===== config.mk =====
export PLATFORM = sky130hd
export DESIGN_NAME = clipped_alpha_blit_pixel
export DESIGN_NICKNAME = d
export VERILOG_FILES = /design/src/rtl/core/cabp_pkg.sv /design/src/rtl/core/clipped_alpha_blit_pixel.sv /design/src/rtl/core/cabp_addr.sv /design/src/rtl/core/cabp_blend.sv
export SDC_FILE = /design/constraint.sdc
export NUM_CORES = 2
export LEC_CHECK = 0
export ABC_AREA = 1
export BUFFER_PORTS_ARGS = -buffer_cell sky130_fd_sc_hd__buf_4
export CAP_MARGIN = 20
export CORE_UTILIZATION = 60
export DETAILED_ROUTE_END_ITERATION = 8
export PLACE_DENSITY = 0.89
export SYNTH_ARGS = -nofsm -noshare
export SYNTH_HDL_FRONTEND = slang
export SYNTH_SLANG_ARGS = --single-unit

===== constraint.sdc =====
create_clock -name aclk -period 12.25 [get_ports aclk]
set_input_delay 0.6125 -clock aclk [delete_from_list [all_inputs] [get_ports aclk]]
set_output_delay 0.6125 -clock aclk [all_outputs]
set_load 0.05 [all_outputs]

===== src/rtl/core/cabp_pkg.sv =====
// Shared types and constants for the clipped alpha blit pixel pipeline.
package cabp_pkg;

    localparam int CfgW   = 13;
    localparam int RowW   = 12;
    localparam int PixW   = 32;
    localparam int IdxW   = 24;
    localparam int ChW    = 8;
    localparam int NumCh  = 3;
    localparam int CfgAw  = 3;
    localparam int ModeW  = 2;
    localparam int MaxDimDefault = 4096;

    localparam logic [ModeW-1:0] MODE_COPY   = 2'd0;
    localparam logic [ModeW-1:0] MODE_BLEND  = 2'd1;
    localparam logic [ModeW-1:0] MODE_ROTATE = 2'd2;
    localparam logic [ModeW-1:0] MODE_UNUSED = 2'd3;

    localparam logic [CfgAw-1:0] REG_SRC_WIDTH  = 3'd0;
    localparam logic [CfgAw-1:0] REG_SRC_HEIGHT = 3'd1;
    localparam logic [CfgAw-1:0] REG_DST_WIDTH  = 3'd2;
    localparam logic [CfgAw-1:0] REG_DST_HEIGHT = 3'd3;
    localparam logic [CfgAw-1:0] REG_SRC_X      = 3'd4;
    localparam logic [CfgAw-1:0] REG_SRC_Y      = 3'd5;
    localparam logic [CfgAw-1:0] REG_DST_X      = 3'd6;
    localparam logic [CfgAw-1:0] REG_DST_Y      = 3'd7;

    typedef struct packed {
        logic s1;
        logic s2;
        logic s3;
    } cabp_adv_t;

    typedef struct packed {
        logic [CfgW-1:0]        src_w;
        logic [CfgW-1:0]        src_h;
        logic [CfgW-1:0]        dst_w;
        logic [CfgW-1:0]        dst_h;
        logic signed [CfgW-1:0] src_x;
        logic signed [CfgW-1:0] src_y;
        logic signed [CfgW-1:0] dst_x;
        logic signed [CfgW-1:0] dst_y;
    } cabp_geom_t;

endpackage


===== src/rtl/core/clipped_alpha_blit_pixel.sv =====
// Top level of the clipped alpha blit pixel core: registers, pipeline control, output stage.
//
//  Channel   Direction  Payload
//  s_*       in         tuser: mode; tdata: row, col, src_pixel, dst_pixel
//  m_*       out        tuser: write_enable; tdata: src_index, dst_index, out_pixel
//  cfg_*     in         register index and write data, no read-back
//
// One beat enters per cycle while s_tready is high; each accepted beat enters the first of
// three compute stages at the accepting edge, then moves through the other two and into the
// output stage. The index multipliers and the blend multipliers each sit in a stage of
// their own.
// Reset is synchronous and clears the valid bits and the geometry registers.
// A stall at the output fills empty stages first; s_tready drops only when every stage
// holds a beat and the output beat is not taken.
module clipped_alpha_blit_pixel import cabp_pkg::*; #(
    parameter int MAX_DIM = MaxDimDefault
) (
    input  logic                    aclk,
    input  logic                    aresetn,
    input  logic                    s_tvalid,
    output logic                    s_tready,
    input  logic [ModeW-1:0]        s_tuser,  // mode
    input  logic [4*ChW+4*ChW+2*RowW-1:0] s_tdata,
                                              // row, col, src_pixel, dst_pixel
    output logic                    m_tvalid,
    input  logic                    m_tready,
    output logic                    m_tuser,  // write_enable
    output logic [2*IdxW+PixW-1:0]  m_tdata,  // src_index, dst_index, out_pixel
    input  logic                    cfg_wr_en,
    input  logic [CfgAw-1:0]        cfg_addr,
    input  logic [CfgW-1:0]         cfg_wdata
);

    cabp_geom_t            geom_reg;
    logic [CfgW-1:0]       dim_clamped;
    cabp_adv_t             adv;
    logic                  out_rdy;
    logic                  v1_reg, v2_reg, v3_reg;
    logic [ModeW-1:0]      mode1_reg, mode2_reg, mode3_reg;
    logic [PixW-1:0]       spix1_reg, spix2_reg, spix3_reg;
    logic [RowW-1:0]       in_row, in_col;
    logic [PixW-1:0]       in_src, in_dst;
    logic                  addr_ok;
    logic [IdxW-1:0]       src_index, dst_index;
    logic [NumCh*ChW-1:0]  rgb;
    logic                  we_next;
    logic [PixW-1:0]       pix_sel;
    logic                  m_valid_reg;
    logic                  m_we_reg;
    logic [2*IdxW+PixW-1:0] m_data_reg;

    assign in_row = s_tdata[RowW-1:0];
    assign in_col = s_tdata[2*RowW-1:RowW];
    assign in_src = s_tdata[2*RowW+PixW-1:2*RowW];
    assign in_dst = s_tdata[2*RowW+2*PixW-1:2*RowW+PixW];

    assign dim_clamped = (32'(cfg_wdata) > 32'(MAX_DIM)) ? CfgW'(MAX_DIM) : cfg_wdata;

    always_ff @(posedge aclk) begin
        if (!aresetn) begin
            geom_reg <= '0;
        end else if (cfg_wr_en) begin
            unique case (cfg_addr)
                REG_SRC_WIDTH:  geom_reg.src_w <= dim_clamped;
                REG_SRC_HEIGHT: geom_reg.src_h <= dim_clamped;
                REG_DST_WIDTH:  geom_reg.dst_w <= dim_clamped;
                REG_DST_HEIGHT: geom_reg.dst_h <= dim_clamped;
                REG_SRC_X:      geom_reg.src_x <= cfg_wdata;
                REG_SRC_Y:      geom_reg.src_y <= cfg_wdata;
                REG_DST_X:      geom_reg.dst_x <= cfg_wdata;
                REG_DST_Y:      geom_reg.dst_y <= cfg_wdata;
                default: ;
            endcase
        end
    end

    assign out_rdy  = !m_valid_reg || m_tready;
    assign adv.s3   = !v3_reg || out_rdy;
    assign adv.s2   = !v2_reg || adv.s3;
    assign adv.s1   = !v1_reg || adv.s2;
    assign s_tready = adv.s1;

    always_ff @(posedge aclk) begin
        if (!aresetn) begin
            v1_reg      <= 1'b0;
            v2_reg      <= 1'b0;
            v3_reg      <= 1'b0;
            m_valid_reg <= 1'b0;
        end else begin
            if (adv.s1) v1_reg <= s_tvalid;
            if (adv.s2) v2_reg <= v1_reg;
            if (adv.s3) v3_reg <= v2_reg;
            if (out_rdy) m_valid_reg <= v3_reg;
        end
    end

    always_ff @(posedge aclk) begin
        if (adv.s1) begin
            mode1_reg <= s_tuser;
            spix1_reg <= in_src;
        end
        if (adv.s2) begin
            mode2_reg <= mode1_reg;
            spix2_reg <= spix1_reg;
        end
        if (adv.s3) begin
            mode3_reg <= mode2_reg;
            spix3_reg <= spix2_reg;
        end
    end

    cabp_addr u_addr (
        .aclk      (aclk),
        .adv       (adv),
        .geom      (geom_reg),
        .row       (in_row),
        .col       (in_col),
        .ok        (addr_ok),
        .src_index (src_index),
        .dst_index (dst_index)
    );

    cabp_blend u_blend (
        .aclk      (aclk),
        .adv       (adv),
        .src_pixel (in_src),
        .dst_pixel (in_dst),
        .rgb       (rgb)
    );

    // Blended pixels carry full alpha; the rotated form moves blue to the top byte.
    always_comb begin
        unique case (mode3_reg)
            MODE_COPY:   pix_sel = spix3_reg;
            MODE_BLEND:  pix_sel = {8'hFF, rgb};
            MODE_ROTATE: pix_sel = {rgb[ChW-1:0], 8'hFF, rgb[NumCh*ChW-1:ChW]};
            default:     pix_sel = '0;
        endcase
        we_next = addr_ok && (mode3_reg != MODE_UNUSED);
    end

    always_ff @(posedge aclk) begin
        if (out_rdy) begin
            m_we_reg   <= we_next;
            m_data_reg <= we_next ? {pix_sel, dst_index, src_index} : '0;
        end
    end

    assign m_tvalid = m_valid_reg;
    assign m_tuser  = m_we_reg;
    assign m_tdata  = m_data_reg;

    a_zero_when_clipped: assert property (@(posedge aclk) disable iff (!aresetn)
        m_valid_reg && !m_we_reg |-> m_data_reg == '0)
        else $error("clipped beat carries nonzero payload");

    a_stage1_holds: assert property (@(posedge aclk) disable iff (!aresetn)
        v1_reg && !adv.s2 |=> v1_reg)
        else $error("stalled beat lost from stage 1");

    a_accept_fills: assert property (@(posedge aclk) disable iff (!aresetn)
        s_tvalid && s_tready |=> v1_reg)
        else $error("accepted beat did not enter stage 1");

    a_empty_ready: assert property (@(posedge aclk) disable iff (!aresetn)
        !v1_reg |-> s_tready)
        else $error("input stalled with an empty first stage");

endmodule


===== src/rtl/core/cabp_addr.sv =====
// Three-stage clip check and linear index computation for both surfaces.
module cabp_addr import cabp_pkg::*; (
    input  logic            aclk,
    input  cabp_adv_t       adv,
    input  cabp_geom_t      geom,
    input  logic [RowW-1:0] row,
    input  logic [RowW-1:0] col,
    output logic            ok,
    output logic [IdxW-1:0] src_index,
    output logic [IdxW-1:0] dst_index
);

    localparam int CoordW = CfgW + 1;

    logic signed [CoordW-1:0] sy, sx, dy, dx;
    logic                     ok_s1;
    logic [CfgW-1:0]          sy_reg, sx_reg, dy_reg, dx_reg;
    logic                     ok1_reg, ok2_reg, ok3_reg;
    logic [2*CfgW-1:0]        sprod, dprod;
    logic [IdxW-1:0]          sprod_reg, dprod_reg;
    logic [CfgW-1:0]          sx2_reg, dx2_reg;
    logic [IdxW-1:0]          sidx_reg, didx_reg;

    // Stage 1: place the offset on both surfaces and clip.
    always_comb begin
        sy = CoordW'(geom.src_y) + $signed({2'b00, row});
        sx = CoordW'(geom.src_x) + $signed({2'b00, col});
        dy = CoordW'(geom.dst_y) + $signed({2'b00, row});
        dx = CoordW'(geom.dst_x) + $signed({2'b00, col});
        ok_s1 = !sy[CoordW-1] && (sy[CfgW-1:0] < geom.src_h)
             && !sx[CoordW-1] && (sx[CfgW-1:0] < geom.src_w)
             && !dy[CoordW-1] && (dy[CfgW-1:0] < geom.dst_h)
             && !dx[CoordW-1] && (dx[CfgW-1:0] < geom.dst_w);
    end

    always_ff @(posedge aclk) begin
        if (adv.s1) begin
            ok1_reg <= ok_s1;
            sy_reg  <= sy[CfgW-1:0];
            sx_reg  <= sx[CfgW-1:0];
            dy_reg  <= dy[CfgW-1:0];
            dx_reg  <= dx[CfgW-1:0];
        end
    end

    // Stage 2: row times surface width.
    assign sprod = sy_reg * geom.src_w;
    assign dprod = dy_reg * geom.dst_w;

    always_ff @(posedge aclk) begin
        if (adv.s2) begin
            ok2_reg   <= ok1_reg;
            sprod_reg <= sprod[IdxW-1:0];
            dprod_reg <= dprod[IdxW-1:0];
            sx2_reg   <= sx_reg;
            dx2_reg   <= dx_reg;
        end
    end

    // Stage 3: add the column, wrapping at the index width.
    always_ff @(posedge aclk) begin
        if (adv.s3) begin
            ok3_reg  <= ok2_reg;
            sidx_reg <= sprod_reg + IdxW'(sx2_reg);
            didx_reg <= dprod_reg + IdxW'(dx2_reg);
        end
    end

    assign ok        = ok3_reg;
    assign src_index = sidx_reg;
    assign dst_index = didx_reg;

endmodule


===== src/rtl/core/cabp_blend.sv =====
// Three-stage per-channel alpha blend with exact truncating division by 255.
module cabp_blend import cabp_pkg::*; (
    input  logic                aclk,
    input  cabp_adv_t           adv,
    input  logic [PixW-1:0]     src_pixel,
    input  logic [PixW-1:0]     dst_pixel,
    output logic [NumCh*ChW-1:0] rgb
);

    localparam int ProdW = 2 * ChW;
    localparam logic [ChW-1:0] Full = '1;

    logic [ChW-1:0]   alpha, alpha_inv;
    logic [ProdW-1:0] ps_reg [NumCh];
    logic [ProdW-1:0] pd_reg [NumCh];
    logic [ProdW-1:0] sum_reg [NumCh];
    logic [ProdW-1:0] quot [NumCh];
    logic [ChW-1:0]   ch_reg [NumCh];

    assign alpha     = src_pixel[PixW-1 -: ChW];
    assign alpha_inv = Full - alpha;

    always_ff @(posedge aclk) begin
        for (int c = 0; c < NumCh; c++) begin
            if (adv.s1) begin
                ps_reg[c] <= alpha * src_pixel[c*ChW +: ChW];
                pd_reg[c] <= alpha_inv * dst_pixel[c*ChW +: ChW];
            end
            if (adv.s2) begin
                sum_reg[c] <= ps_reg[c] + pd_reg[c];
            end
            if (adv.s3) begin
                ch_reg[c] <= quot[c][ProdW-1 -: ChW];
            end
        end
    end

    // x / 255 equals (x + 1 + (x >> 8)) >> 8 for every sum that can occur here.
    always_comb begin
        for (int c = 0; c < NumCh; c++) begin
            quot[c] = sum_reg[c] + ProdW'(1) + ProdW'(sum_reg[c][ProdW-1:ChW]);
        end
    end

    always_comb begin
        for (int c = 0; c < NumCh; c++) begin
            rgb[c*ChW +: ChW] = ch_reg[c];
        end
    end

endmodule


==> out/summary.txt <==
Crit-path slowest cell = dfxtp_1
1st-iter DRT viols = 3275
Critical Path RT = 12.62 ns
Setup repair after global routing missed its margin = no
Fin. Hold Viols = 0
Number of synthesized flops with an enable pin = 528
Crit path launch = geom_reg[95]
Global-route wire length before repair = 201000 um
Placed Area = 0.0549 mm2
HPWL after DPL = 94500 um
Clock Tree Buf Depth = 3
Most common flop cell mapped by yosys = edfxtp_1
Gr usage total = 28.4%
Total grt overflow = 0
Max reg flops = 104
Layout cells sized above 1 = 5.83%
WS Path Type = flip-flop to flip-flop
Final Max Tran Viols = 0
Yosys top cell area share = 30.1%
Multi-input logic area = 0.0291 mm2
CTS tree = done
Post-Syn Area per Cell = 9.01 um2
FF+latch area = 0.0180 mm2
Static leakage = 0.0303 uW
Run status = finished clean
Clk sinks = 636
Routed Antenna Nets = 0
Hold Buf Count CTS = 0
Synth top cells by count = inv_1 (1297), nand2_1 (1173), edfxtp_1 (528), ha_1 (528), fa_1 (465)
Critical path's largest stage delay = 0.79 ns
Number of cells after detailed placement = 7035
Vias in the first global route = 40900
Hold path startpoint = s_tuser[1]
Most common cell in the netlist = inv_1
HP Class = input port to flip-flop
Synth unique cells = 49
Num CTS Buffers = 68
Num ports = 194
Antenna violations before repair = 2
Row count = 108
Vias after detailed routing = 39600
Die width = 298 um
Largest net degree at the start of global routing = 107
Actual slew at the worst max-slew pin = 0.984 ns
RR Startpoint = geom_reg[95]
Die height = 298 um
IO Port Bufs = 185
CP startpoint kind = flip-flop
Drt total wl = 125000 um
PD cells = 155 mW/mm2
Final Cycle Share = 43.8%
Max cap viols = 0
Setup Buffers After CTS = 0
CP Capture Type = flip-flop
Layout filler cell count = 6346
Cell taking the most area after synthesis = edfxtp_1
Finish-stage setup viols = 0
Max FO, Critical Path = 15
Crit-path cells = nand2_1, fa_1, inv_1, fa_1, inv_1, fa_1, inv_1, fa_1, inv_1, fa_1, inv_1, ha_1, a21oi_1, o21ai_0, a21oi_1, nand2_1, a21oi_1, xnor2_1
Arrival @ worst endpoint = 5.73 ns
WL per Instance = 17.5 um
Max VDD drop = 132 uV
Crit path max-delay family = adder cells
Synth Warn # = 0
WP buf/inv = 5
Initial Utilization = 60.7%
Post-synth ARST share = 0%
Clock skew = 0.0425 ns
GP Congestion = 0.944
Sequential fraction of the synthesis area = 34.2%
# H-tree levels = 3
Setup TNS Final = 0 ns
Mapped Area = 0.0526 mm2
DRT Pass-1 Iters = 6
Fin area = 0.0571 mm2
Final non-filler cell total = 7155
Mapped Cells = 5842
Syn-to-layout area delta = 8.58%
Total Die Area = 0.0889 mm2
Nets = 7054
CTS Root Cell = clkbuf_16
Syn_nets = 6946
Via-per-instance ratio = 5.54
Core Region = 0.0868 mm2
Drt drc = 0
Worst hold margin = 0.179 ns
Area contributors post-synth = edfxtp_1 (30%), fa_1 (18%), ha_1 (13%)
Clk slew on worst S/H paths = 0.07 ns
Slew margin rel. = 34.4%
Max Clock Freq = 0.186 GHz
Skew-Pair Late Insertion Delay = 0.62 ns
Flops & latches, synth = 636
Final Critical Period = 5.37 ns
Total power = 8850 uW
Resized Gates After CTS = 0
[layer usage]
layer	up-vias	share of wire [%]	routed length [um]	global-route usage, %
met5	-	0.018	23	0
met4	4	3.8	4720	11.1
met3	362	10	12600	5.45
met2	1927	49	61800	50.1
met1	18900	37	45800	34.2
li1	18500	-	-	-
[area by class of cell]
type,instances,share of cell area [%]
Antenna cell,1,0.00438
Clock inverter,36,0.681
Sequential cell,636,31.5
Clock buffer,83,3.17
Tap cell,1155,2.53
Timing Repair Buffer,197,2.59
Multi-Input combinational cell,3743,50.9
Inverter,1304,8.58
[metrics by stage]
stage | worst slack [ns] | utilization [%]
6_report | 6.88 | 65.9
5_1_grt | 6.54 | 65.9
4_1_cts | 6.94 | 65.9
3_5_place_dp | 6.68 | 63.3
3_3_place_gp | 6.77 | 63.3
2_1_floorplan | 2.63 | -
[cells in the final DEF (no fill, tap or decap), drive strengths merged, types with 22 or more instances in the layout]
cell    instances
a21o           36
a21oi         299
buf           197
clkbuf         83
clkinv         22
dfxtp         108
edfxtp        528
fa            465
ha            528
inv          1304
nand2        1180
nand3         172
nand4          34
nor2          450
nor3           44
o21ai         201
xnor2          89
xor2          165
[worst paths after layout]
kind	end	slack, ns	depth (start not counted)
max	u_addr.sprod_reg[18]	6.88	18
min reg2reg	spix2_reg[22]	0.41	0
min	mode1_reg[1]	0.18	1
max reg2reg	u_addr.sprod_reg[18]	6.88	18
[power by group]
part	switching, uW	total, uW	internal (uW)	leakage (uW)
sequential	309	3280	2970	0.00674
clock	874	2040	1170	0.00104
combinational	2170	3520	1360	0.0225
total	3350	8850	5500	0.0303
[cells by family (layout without fill, tap and decap cells)]
family	Yosys count	count (layout)	share of synthesized area (%)
and+or+nand+nor	1902	1902	14.5
buffers and inverters	1463	1620	10.5
adders and majority gates	993	993	30.2
DFF	636	636	34.2
AOI/OAI and AO/OA	594	594	6.28
xor gates and xnor gates	254	254	4.23
other	0	1	0
Power figures use the tool's default switching activity.
